**src/design/wes_pkg.sv**
```systemverilog
package wes_pkg;

   localparam int MaxWordsDefault = 64;
   localparam int WordBitsDefault = 16;
   localparam int CodeWidth       = 16;
   localparam int SimWidth        = 10;
   localparam int DistWidth       = 7;
   localparam int Scale           = 1000;

   typedef enum logic [1:0] {
      OP_FIRST  = 2'd0,
      OP_SECOND = 2'd1,
      OP_FINISH = 2'd2,
      OP_NONE   = 2'd3
   } opcode_type;

   typedef enum logic [1:0] {
      ST_IDLE,
      ST_ROW,
      ST_DIV,
      ST_OUT
   } back_state_type;

endpackage

```
**src/design/wes_if.sv**
```systemverilog
interface wes_req_if;
   logic        valid;
   logic        ready;
   logic [1:0]  opcode;
   logic [15:0] word_code;
   modport source (output valid, output opcode, output word_code, input ready);
   modport sink (input valid, input opcode, input word_code, output ready);
endinterface

interface wes_rsp_if;
   logic       valid;
   logic       ready;
   logic [9:0] similarity;
   logic [6:0] distance;
   logic       overflow;
   modport source (output valid, output similarity, output distance, output overflow,
                   input ready);
   modport sink (input valid, input similarity, input distance, input overflow,
                 output ready);
endinterface

```
**src/design/word_edit_similarity_core.sv**
```systemverilog
// Channel   Dir  Payload
// req       in   opcode[1:0], word_code[15:0]
// rsp       out  similarity[9:0], distance[6:0], overflow
//
// An accepted beat waits in the queue until the back end pops it. A first-text
// word is stored, and a second-text word sweeps a cost row column by column
// if the first text is not empty. A finish divides, then holds until rsp.ready.
// Synchronous reset clears the counts and the flag; the first sweep after a clear
// rebuilds the cost columns from their indexes. A four-entry queue lets requests
// arrive while the back end is busy, and ignored opcodes never enter it.
module word_edit_similarity_core #(
   parameter int MaxWords = wes_pkg::MaxWordsDefault,
   parameter int WordBits = wes_pkg::WordBitsDefault
) (
   input logic       clock,
   input logic       reset,
   wes_req_if.sink   req,
   wes_rsp_if.source rsp
);
   import wes_pkg::*;

   logic                q_valid, q_pop;
   opcode_type          q_op;
   logic [WordBits-1:0] q_code;

   wes_front #(.WordBits(WordBits)) u_front (
      .clock, .reset, .req, .q_valid, .q_pop, .q_op, .q_code);

   wes_back #(.MaxWords(MaxWords), .WordBits(WordBits)) u_back (
      .clock, .reset, .q_valid, .q_pop, .q_op, .q_code, .rsp);
endmodule

```
**src/design/wes_front.sv**
```systemverilog
// Front end: decodes each request beat, drops the opcodes that do nothing and
// queues the rest for the back end in a small FIFO.
module wes_front #(
   parameter int WordBits = wes_pkg::WordBitsDefault
) (
   input  logic                  clock,
   input  logic                  reset,
   wes_req_if.sink               req,
   output logic                  q_valid,
   input  logic                  q_pop,
   output wes_pkg::opcode_type   q_op,
   output logic [WordBits-1:0]   q_code
);
   import wes_pkg::*;

   localparam int Depth = 4;

   opcode_type          op_mem [Depth];
   logic [WordBits-1:0] code_mem [Depth];
   logic [1:0] wr_ff, wr_in, rd_ff, rd_in;
   logic [2:0] cnt_ff, cnt_in;
   logic       push;

   assign req.ready = (cnt_ff != 3'(Depth));
   assign push      = req.valid && req.ready && (opcode_type'(req.opcode) != OP_NONE);
   assign q_valid   = (cnt_ff != 3'd0);
   assign q_op      = op_mem[rd_ff];
   assign q_code    = code_mem[rd_ff];

   // Pointer and fill count update.
   always_comb begin
      wr_in  = push ? wr_ff + 2'd1 : wr_ff;
      rd_in  = q_pop ? rd_ff + 2'd1 : rd_ff;
      cnt_in = cnt_ff + 3'(push) - 3'(q_pop);
   end

   always_ff @(posedge clock) begin
      if (reset) begin
         wr_ff  <= '0;
         rd_ff  <= '0;
         cnt_ff <= '0;
      end else begin
         wr_ff  <= wr_in;
         rd_ff  <= rd_in;
         cnt_ff <= cnt_in;
      end
   end

   // Queue storage.
   always_ff @(posedge clock) begin
      if (push) begin
         op_mem[wr_ff]   <= opcode_type'(req.opcode);
         code_mem[wr_ff] <= req.word_code[WordBits-1:0];
      end
   end
endmodule

```
**src/design/wes_back.sv**
```systemverilog
// Back end: stores the first text, sweeps one cost row per second-text word
// (when the first text is not empty) one column per cycle, and divides bit-serially on finish.
module wes_back #(
   parameter int MaxWords = wes_pkg::MaxWordsDefault,
   parameter int WordBits = wes_pkg::WordBitsDefault
) (
   input  logic                  clock,
   input  logic                  reset,
   input  logic                  q_valid,
   output logic                  q_pop,
   input  wes_pkg::opcode_type   q_op,
   input  logic [WordBits-1:0]   q_code,
   wes_rsp_if.source             rsp
);
   import wes_pkg::*;

   localparam int LW = $clog2(MaxWords + 1);
   localparam int AW = $clog2(MaxWords);
   localparam int NW = LW + 10;

   back_state_type st_ff, st_in;
   logic [WordBits-1:0] words [MaxWords];
   logic [LW-1:0] row [MaxWords];
   logic [LW-1:0] flen_ff, slen_ff, j_ff, diag_ff, left_ff, tail_ff;
   logic [LW-1:0] row_q_ff;
   logic [WordBits-1:0] word_q_ff, code_ff;
   logic fresh_ff;
   logic ovf_ff;
   logic [NW-1:0] num_ff, quo_ff;
   logic [NW-1:0] rem_ff;
   logic [4:0] bit_ff;
   logic [LW-1:0] longest_ff, dist_ff;
   logic [SimWidth-1:0] sim_ff;
   logic [LW-1:0] up, cand, best, fin_dist, longest;
   logic [NW-1:0] rem_sh;
   logic [LW-1:0] wd_j;
   logic start_row;

   // Column j is stored at row[j-1]. On the first sweep after a clear the stored
   // columns are ignored and each column's own index is used in their place.
   assign up     = fresh_ff ? j_ff : row_q_ff;
   assign wd_j   = j_ff - LW'(1);
   assign cand   = diag_ff + ((word_q_ff == code_ff) ? LW'(0) : LW'(1));
   always_comb begin
      best = (up < left_ff) ? up + LW'(1) : left_ff + LW'(1);
      if (cand < best) best = cand;
   end
   assign longest  = (flen_ff > slen_ff) ? flen_ff : slen_ff;
   assign fin_dist = (tail_ff > longest) ? longest : tail_ff;
   assign rem_sh   = {rem_ff[NW-2:0], num_ff[NW-1]};

   // A second-text word needs a column sweep only when the first text is not empty and the second is not full.
   assign start_row = q_valid && q_op == OP_SECOND && slen_ff != LW'(MaxWords) &&
                      flen_ff != '0;

   // Next state.
   always_comb begin
      st_in = st_ff;
      case (st_ff)
         ST_IDLE: begin
            if (start_row) st_in = ST_ROW;
            else if (q_valid && q_op == OP_FINISH) st_in = ST_DIV;
         end
         ST_ROW:  if (j_ff >= flen_ff) st_in = ST_IDLE;
         ST_DIV:  if (bit_ff == 5'd0) st_in = ST_OUT;
         ST_OUT:  if (rsp.ready) st_in = ST_IDLE;
         default: st_in = ST_IDLE;
      endcase
   end

   // Outputs.
   always_comb begin
      q_pop          = (st_ff == ST_IDLE) && q_valid;
      rsp.valid      = (st_ff == ST_OUT);
      rsp.similarity = sim_ff;
      rsp.distance   = DistWidth'(dist_ff);
      rsp.overflow   = ovf_ff;
   end

   // Control registers. The tail register mirrors the cost of the last column.
   always_ff @(posedge clock) begin
      if (reset) begin
         st_ff <= ST_IDLE;
         flen_ff <= '0;
         slen_ff <= '0;
         ovf_ff <= 1'b0;
         tail_ff <= '0;
      end else begin
         st_ff <= st_in;
         case (st_ff)
            ST_IDLE: if (q_valid) begin
               case (q_op)
                  OP_FIRST: if (slen_ff == '0) begin
                     if (flen_ff == LW'(MaxWords)) ovf_ff <= 1'b1;
                     else begin
                        flen_ff <= flen_ff + LW'(1);
                        tail_ff <= flen_ff + LW'(1);
                     end
                  end
                  OP_SECOND: begin
                     if (slen_ff == LW'(MaxWords)) ovf_ff <= 1'b1;
                     else begin
                        slen_ff <= slen_ff + LW'(1);
                        if (flen_ff == '0) tail_ff <= slen_ff + LW'(1);
                     end
                  end
                  default: ;
               endcase
            end
            ST_ROW: if (j_ff == flen_ff) tail_ff <= best;
            ST_OUT: if (rsp.ready) begin
               flen_ff <= '0;
               slen_ff <= '0;
               ovf_ff <= 1'b0;
               tail_ff <= '0;
            end
            default: ;
         endcase
      end
   end

   // Datapath registers. Both stores are read one column ahead of the sweep.
   always_ff @(posedge clock) begin
      case (st_ff)
         ST_IDLE: if (q_valid) begin
            if (q_op == OP_FIRST && slen_ff == '0 && flen_ff != LW'(MaxWords))
               words[flen_ff[AW-1:0]] <= q_code;
            code_ff   <= q_code;
            fresh_ff  <= (slen_ff == '0);
            diag_ff   <= slen_ff;
            left_ff   <= slen_ff + LW'(1);
            j_ff      <= LW'(1);
            row_q_ff  <= row[0];
            word_q_ff <= words[0];
            longest_ff <= longest;
            dist_ff <= (longest == '0) ? '0 : fin_dist;
            num_ff  <= NW'(longest - fin_dist) * NW'(Scale);
            rem_ff  <= '0;
            quo_ff  <= '0;
            bit_ff  <= 5'(NW - 1);
         end
         ST_ROW: begin
            row[wd_j[AW-1:0]] <= best;
            row_q_ff  <= row[j_ff[AW-1:0]];
            word_q_ff <= words[j_ff[AW-1:0]];
            diag_ff <= up;
            left_ff <= best;
            j_ff <= j_ff + LW'(1);
         end
         ST_DIV: begin
            num_ff <= {num_ff[NW-2:0], 1'b0};
            if (rem_sh >= NW'(longest_ff)) begin
               rem_ff <= rem_sh - NW'(longest_ff);
               quo_ff <= {quo_ff[NW-2:0], 1'b1};
            end else begin
               rem_ff <= rem_sh;
               quo_ff <= {quo_ff[NW-2:0], 1'b0};
            end
            bit_ff <= bit_ff - 5'd1;
         end
         default: ;
      endcase
      if (st_ff == ST_DIV && bit_ff == 5'd0)
         sim_ff <= (longest_ff == '0) ? SimWidth'(Scale) :
                   SimWidth'({quo_ff[NW-2:0], (rem_sh >= NW'(longest_ff))});
   end
endmodule

```
**src/flat_wrapper.sv**
```systemverilog
// flat-port wrapper written by rule: the top's interface ports become plain ports
module word_edit_similarity_core_flat import wes_pkg::*;
#(
   parameter int MaxWords = wes_pkg::MaxWordsDefault,
   parameter int WordBits = wes_pkg::WordBitsDefault
)
  (clock, reset, req_valid, req_opcode, req_word_code, req_ready, rsp_valid, rsp_similarity, rsp_distance, rsp_overflow, rsp_ready);
  wes_req_if req_i ();
  wes_rsp_if rsp_i ();
  input logic clock;
  input logic reset;
  input wire logic [$bits(req_i.valid)-1:0] req_valid;
  input wire logic [$bits(req_i.opcode)-1:0] req_opcode;
  input wire logic [$bits(req_i.word_code)-1:0] req_word_code;
  output wire logic [$bits(req_i.ready)-1:0] req_ready;
  output wire logic [$bits(rsp_i.valid)-1:0] rsp_valid;
  output wire logic [$bits(rsp_i.similarity)-1:0] rsp_similarity;
  output wire logic [$bits(rsp_i.distance)-1:0] rsp_distance;
  output wire logic [$bits(rsp_i.overflow)-1:0] rsp_overflow;
  input wire logic [$bits(rsp_i.ready)-1:0] rsp_ready;
  assign req_i.valid = req_valid;
  assign req_i.opcode = req_opcode;
  assign req_i.word_code = req_word_code;
  assign req_ready = req_i.ready;
  assign rsp_valid = rsp_i.valid;
  assign rsp_similarity = rsp_i.similarity;
  assign rsp_distance = rsp_i.distance;
  assign rsp_overflow = rsp_i.overflow;
  assign rsp_i.ready = rsp_ready;
  word_edit_similarity_core #(.MaxWords(MaxWords), .WordBits(WordBits)) u_core (.clock(clock), .reset(reset), .req(req_i), .rsp(rsp_i));
endmodule
```
**config.mk**
```make
export PLATFORM = sky130hd
export DESIGN_NAME = word_edit_similarity_core_flat
export DESIGN_NICKNAME = d
export VERILOG_FILES = /design/src/design/wes_pkg.sv /design/src/design/wes_if.sv /design/src/design/word_edit_similarity_core.sv /design/src/design/wes_front.sv /design/src/design/wes_back.sv /design/src/flat_wrapper.sv
export SDC_FILE = /design/constraint.sdc
export NUM_CORES = 2
export LEC_CHECK = 0
export BUFFER_PORTS_ARGS = -buffer_cell sky130_fd_sc_hd__clkbuf_2
export CAP_MARGIN = 20
export CORE_ASPECT_RATIO = 0.8
export CORE_MARGIN = 8
export CORE_UTILIZATION = 50
export DETAILED_ROUTE_END_ITERATION = 8
export PLACE_DENSITY_LB_ADDON = 0.08
export SLEW_MARGIN = 30
export SYNTH_ARGS = -nofsm -noshare
export SYNTH_HDL_FRONTEND = slang
export SYNTH_SLANG_ARGS = --single-unit
```
**constraint.sdc**
```tcl
create_clock -name clock -period 10.6 [get_ports clock]
set_clock_uncertainty 0.1 [all_clocks]
set_input_delay 1.59 -clock clock [delete_from_list [all_inputs] [get_ports clock]]
set_output_delay 1.59 -clock clock [all_outputs]
set_load 0.02 [all_outputs]
```
* Word-level counts from Yosys, hierarchy flattened
Memory sizes are Yosys's and may differ from the RTL's. A register that Yosys moved wholly into a read port is not among the register bits. Cells that the tools add are included.
Storage, ports and cells: bits in registers 163, latch bits 0, RAM bits 1544, ROM bits 0, bits of input ports 22, output and inout port bits 20, word-level logic and storage cells 177, memories 4
Cells by class: $add $sub $neg 14, multiply operators 1, divide/modulo/power cells 0, order comparisons 6, equality and inequality tests 31, shifts and indexed selects 0, mux-type cells 68, bitwise logic cells 0, reductions and logical operators 31
Memories:
- u_core.u_back.words | words 64, bits a word 16, rd ports 2, clocked after memory_dff 1, wr ports 1, RTL line wes_back.sv:22 | logic [WordBits-1:0] words [MaxWords];
- u_core.u_back.row | words 64, bits a word 7, rd ports 2, clocked after memory_dff 1, wr ports 1, RTL line wes_back.sv:23 | logic [LW-1:0] row [MaxWords];
- u_core.u_front.code_mem | words 4, bits a word 16, rd ports 1, clocked after memory_dff 1, wr ports 1, RTL line wes_front.sv:19 | logic [WordBits-1:0] code_mem [Depth];
- u_core.u_front.op_mem | words 4, bits a word 2, rd ports 1, clocked after memory_dff 1, wr ports 1, RTL line wes_front.sv:18 | opcode_type op_mem [Depth];
Operators with widths (count):
- 7-bit 2-to-1 mux | 21
- 7-bit one-hot mux with 2 select lines | 7
- 16-bit one-hot mux with 2 select lines | 2
- 16-bit 2-to-1 mux | 3
- 7-bit by 1-bit adder with 7-bit output (second input constant) | 5
- 17-bit one-hot mux with 2 select lines | 1
- 7-bit logical NOT | 4
- 7-bit one-hot mux with 3 select lines | 1
- 2-bit 2-to-1 mux | 9
- 3-bit inequality test (second input constant) | 6
- 9-bit one-hot mux with 2 select lines | 1
- 17-bit by 7-bit >= comparator with 1-bit output | 1
- 17-bit by 7-bit multiplier with 14-bit output (second input constant) | 1
- 17-bit 2-to-1 mux | 1
- 16-bit == test | 1
- 16-bit by 7-bit subtractor with 16-bit output | 1
- 1-bit 2-to-1 mux | 15
- 7-bit == test (second input constant) | 2
- 7-bit greater-than comparator | 2
- 7-bit < comparator | 2
- 2-bit inequality test (second input constant) | 7
- 7-bit inequality test (second input constant) | 2
- 6-bit 2-to-1 mux | 2
- 1-bit logical AND | 10
- other kinds (28) | 44

* Logic depth before layout (Yosys ltp)
depth in word-level cells 8, depth in mapped cells 46, gate-level depth less buffers 44

* Modules after synthesis
A second synthesis with hierarchy kept.
Unflattened totals: cell total of the unflattened synthesis 3515, area total of the unflattened synthesis 70226.1 um^2
By module, submodules not included:
- wes_back | times used 1, cells an instance 3372, area an instance 67109.4 um^2, sequential area each 48676.7 um^2
- wes_front | times used 1, cells an instance 143, area an instance 3116.7 um^2, sequential area each 2342.2 um^2

* Worst setup path after synthesis
Ideal clock, no wire load.
path kind register -> register, start point register u_core.u_back.flen_ff[0], end point register u_core.u_back.num_ff[16] (data pin), setup time 0.152 ns, arrival time 8.538 ns, required time 10.348 ns, slack 1.810 ns, stages on the path, launching flop included 45, path buffers 2, clock period less this slack 8.790 ns, cell sequence dfxtp_1 > clkbuf_1 > inv_1 > ha_1 > nand3b_1 > a21o_1 > a21oi_1 > nor2_1 > a21o_1 > inv_1 > ha_1 > nor2b_1 > o211ai_1 > a21oi_1 > a41o_1 > o22ai_4 > a21oi_2 > buf_2 > [9 not listed] > inv_1 > ha_1 > inv_1 > fa_1 > inv_1 > fa_1 > inv_1 > fa_1 > inv_1 > ha_1 > inv_1 > o21bai_1 > a21oi_1 > o21bai_1 > a21oi_1 > o211ai_1 > or3_1 > a31oi_1
Between the ends: longest elaborated chain between the ends 8
Ends and longest elaborated chain:
- start, declared | RTL line wes_back.sv:24 | logic [LW-1:0] flen_ff, slen_ff, j_ff, diag_ff, left_ff, tail_ff;
- start signal, assigned | RTL line wes_back.sv:96 | flen_ff <= flen_ff + LW'(1);
- 7-bit greater-than comparator | RTL line wes_back.sv:48 | assign longest = (flen_ff > slen_ff) ? flen_ff : slen_ff;
- 7-bit 2-to-1 mux | RTL line wes_back.sv:48
- net u_core.u_back.longest[1] | RTL line wes_back.sv:34 | logic [LW-1:0] up, cand, best, fin_dist, longest;
- 7-bit greater-than comparator | RTL line wes_back.sv:49 | assign fin_dist = (tail_ff > longest) ? longest : tail_ff;
- 7-bit 2-to-1 mux | RTL line wes_back.sv:49
- net u_core.u_back.fin_dist[0] | RTL line wes_back.sv:34
- 7-bit by 7-bit subtractor with 8-bit output | RTL line wes_back.sv:137 | num_ff <= NW'(longest - fin_dist) * NW'(Scale);
- 17-bit by 7-bit multiplier with 14-bit output | RTL line wes_back.sv:137
- 17-bit 2-to-1 mux | RTL line wes_back.sv:125 | ST_IDLE: if (q_valid) begin
- 17-bit one-hot mux with 2 select lines | RTL line wes_back.sv:124 | case (st_ff)
- end signal, assigned | RTL line wes_back.sv:137
- end signal, assigned | RTL line wes_back.sv:151 | num_ff <= {num_ff[NW-2:0], 1'b0};
- end, declared | RTL line wes_back.sv:29 | logic [NW-1:0] num_ff, quo_ff;
The timed path passes the listed nets, and every way through them passes these cells. The select of a mux whose other input is x is not followed. A chain may end at the register's enable or synchronous reset.

* Worst setup path after layout
start point register u_core.u_back.slen_ff[6], end point register u_core.u_back.num_ff[16] (data pin)
Between the ends: longest elaborated chain between the ends 8
Ends and longest elaborated chain:
- start, declared | RTL line wes_back.sv:24
- start signal, assigned | RTL line wes_back.sv:103 | slen_ff <= slen_ff + LW'(1);
- 7-bit greater-than comparator | RTL line wes_back.sv:48
- 7-bit 2-to-1 mux | RTL line wes_back.sv:48
- net u_core.u_back.longest[1] | RTL line wes_back.sv:34
- 7-bit greater-than comparator | RTL line wes_back.sv:49
- 7-bit 2-to-1 mux | RTL line wes_back.sv:49
- net u_core.u_back.fin_dist[0] | RTL line wes_back.sv:34
- 7-bit by 7-bit subtractor with 8-bit output | RTL line wes_back.sv:137
- 17-bit by 7-bit multiplier with 14-bit output | RTL line wes_back.sv:137
- 17-bit 2-to-1 mux | RTL line wes_back.sv:125
- 17-bit one-hot mux with 2 select lines | RTL line wes_back.sv:124
The timed path passes the listed nets, and every way through them passes these cells. The select of a mux whose other input is x is not followed.

==> summary.md <==
| Metric | Value |
|---|---|
| Routability-driven placement congestion ratio | `0.8617` |
| CP Class | `flop to flop` |
| Total clock sinks | `1712` |
| Worst-path maximum fanout | `12` |
| Mux share of post-synthesis cell area | `0.1652` |
| Synth Flop Type | `edfxtp_1` |
| Synthesized netlist net count | `3644` |
| Hold Slack | `418.1 ps` |
| Bufs and invs on worst path | `9` |
| Die ar. | `152500 um^2` |
| Layout fillers | `10400` |
| FFs w/ async S/R, synth | `0` |
| Status | `finished, final reports clean` |
| Max-slew violations | `0` |
| Post-synth EDFFs | `1673` |
| Core area | `139900 um^2` |
| Vias in the first global route | `34940` |
| FMAX | `0.1024 GHz` |
| CTS tree | `yes` |
| Final worst path period share | `0.9211` |
| Die height | `350.9 um` |
| Post-Synth Simple-Gate Area | `0.03744` |
| Post-synthesis compound-gate area fraction | `0.02024` |
| Worst Setup Start Kind | `flop` |
| H-tree Lvls | `4` |
| Placed wire-length estimate | `101600 um` |
| Die Span X | `434.7 um` |
| Antenna Violating Nets Remaining | `0` |
| Most common cell after layout, fill and taps aside | `edfxtp_1` |
| Row cnt | `123` |
| Total negative slack | `0 ps` |
| Worst path most repeated cell | `inv_1` |
| Area grow syn2layout | `11.92%` |
| Hold/Removal Path Class | `flop to flop` |
| Layout cell share with drive strength beyond 1 | `0.2479` |
| Crit path max-delay family | `compound AO/OA/AOI/OAI gates` |
| CTS max path bufs | `3` |
| Synth cell types | `78` |
| Final WS setup | `836.8 ps` |
| Synth Cell Area | `70110 um^2` |
| Gr usage total | `0.2207` |
| Root buf cell | `clkbuf_16` |
| Critical Path Slowest Stage Cell | `dfxtp_1` |
| Fin crit period | `9763 ps` |
| IO Pins | `42` |
| Grt ovf | `0` |
| Skew-Pair Late Insertion Delay | `790 ps` |
| Critical Path RT | `11140 ps` |
| Slowest stage delay, CP | `570 ps` |
| Post-synthesis xor/xnor area fraction | `0.01231` |
| DR WL/cell | `29.41 um` |
| Vias per cell | `6.065` |
| Post-Syn Instances | `3510` |
| Placed Area | `73100 um^2` |
| Post-place setup slack | `838.7 ps` |
| Initial antenna violation count | `19` |
| # port buffers | `41` |
| First-pass DRT Iterations | `6` |
| Global-route wire length before repair | `244600 um` |
| Synth Area in Adders | `0.02284` |
| Drt initial violations | `3874` |
| Mean Syn Cell Area | `19.97 um^2` |
| Largest net degree at the start of global routing | `156` |
| Post-route cell area | `78470 um^2` |
| CP endpoint kind | `flop` |
| DR DRC count | `0` |
| Post-synthesis sequential area ratio | `0.7277` |
| Least-Margin Pin Slew | `1002 ps` |
| Worst EP arrival | `10300 ps` |
| Via count | `34480` |
| CTS buffer count | `169` |
| Initial Utilization | `0.5012` |
| Clock transition at path regs | `60 ps` |
| Max Cap Viol | `0` |
| Final wirelength | `167200 um` |
| Final Hold Fails | `0` |
| RSZ-0062 raised after global routing | `false` |
| Yosys warns | `0` |
| # setup viols final | `0` |
| Slew margin rel. | `0.3303` |
| Most frequent cells in the layout | `edfxtp_1, mux4_2, nor2_1` |
| Layout net count | `3807` |
| #FFs+latches synth | `1712` |
| Largest family of logic cells by synthesized area | `multiplexers` |
-- cells in the mapped netlist (all sizes together), types with 39 or more instances --
cell type | count | share of area
nand3 | 39 | 0.0028
nor2 | 245 | 0.013
dfxtp | 39 | 0.011
nand2 | 151 | 0.0081
xor2 | 43 | 0.0057
inv | 103 | 0.0055
xnor2 | 47 | 0.0062
buf | 48 | 0.0027
ha | 88 | 0.016
a21oi | 79 | 0.0062
edfxtp | 1673 | 0.72
o21ai | 49 | 0.0035
mux4 | 501 | 0.16
clkbuf | 111 | 0.0059
-- layer usage --
| layer | track usage | vias up | share of wire |
|---|---|---|---|
| met5 | 0 | - | 0.00016 |
| met4 | 0.05271 | 4 | 0.021 |
| met3 | 0.04744 | 239 | 0.083 |
| met2 | 0.3309 | 1428 | 0.46 |
| met1 | 0.3349 | 18200 | 0.44 |
| li1 | - | 14620 | - |
-- worst min-delay path, stage by stage, from the launching register on --
cell	delay, ps
edfxtp_1	320
nand2_1	50
nand2_1	50
-- area by class of cell --
type                            count  area, um^2  share of cell area
Timing Repair Buffer              151        1116             0.01422
Clock buffer                      220        4493             0.05726
Clock inverter                     86       819.5             0.01044
Sequential cell                  1712       51040              0.6504
Tap cell                         1875        2346             0.02990
Antenna cell                        3       7.507          0.00009567
Inverter                          104       390.4            0.004975
Multi-Input combinational cell   1535       18260              0.2327
-- repair_timing --
action / CTS / global route
endpoints found under the setup margin: 0 / 1
hold buffers: 0 / 0
setup buffers: 0 / 0
gates resized for setup: 0 / 1
-- cells by family (layout without fill, tap and decap cells) --
| logic type | count (synthesis) | count (layout) |
|---|---|---|
| and+or+nand+nor | 582 | 582 |
| xor gates and xnor gates | 91 | 91 |
| muxes | 530 | 530 |
| buffers and inverters | 263 | 561 |
| AOI/OAI and AO/OA | 218 | 218 |
| other | 0 | 3 |
| adders and majority gates | 114 | 114 |
| DFF | 1712 | 1712 |
-- flip-flops by register name (all words and copies together) (netlist names), 7 cells and up, named ones only --
signal                        count
u_core.u_back.quo_ff              9
u_core.u_back.row_q_ff            7
u_core.u_back.longest_ff          7
u_core.u_back.rsp.distance        7
u_core.u_back.tail_ff             7
u_core.u_back.code_ff            16
u_core.u_back.words            1024
u_core.u_front.code_mem          64
u_core.u_back.slen_ff             7
u_core.u_front.op_mem             8
u_core.u_back.num_ff             14
u_core.u_back.flen_ff             7
u_core.u_back.j_ff                7
u_core.u_back.diag_ff             7
u_core.u_back.row               448
u_core.u_back.rsp.similarity     10
u_core.u_back.rem_ff             16
u_core.u_back.word_q_ff          16
u_core.u_back.left_ff             7
-- per-stage QoR --
stage / instances / utilization
5_1_grt: 5683 / 0.5609
6_report: 5686 / 0.5609
3_3_place_gp: 5375 / 0.5219
3_5_place_dp: 5376 / 0.5225
2_1_floorplan: 3510 / -
4_1_cts: 5682 / 0.5605
-- worst paths after layout --
path,depth (start not counted),start,slack [ps],end
worst max-delay path,42,u_core.u_back.slen_ff[6],840,u_core.u_back.num_ff[16]
worst min-delay path,2,u_core.u_back.num_ff[4],420,u_core.u_back.num_ff[5]
worst max register to register,42,u_core.u_back.slen_ff[6],840,u_core.u_back.num_ff[16]
worst min register to register,2,u_core.u_back.num_ff[4],420,u_core.u_back.num_ff[5]
Power is not shown: default switching activity piles up to over one toggle a cycle in this logic, so the estimate is an artifact.
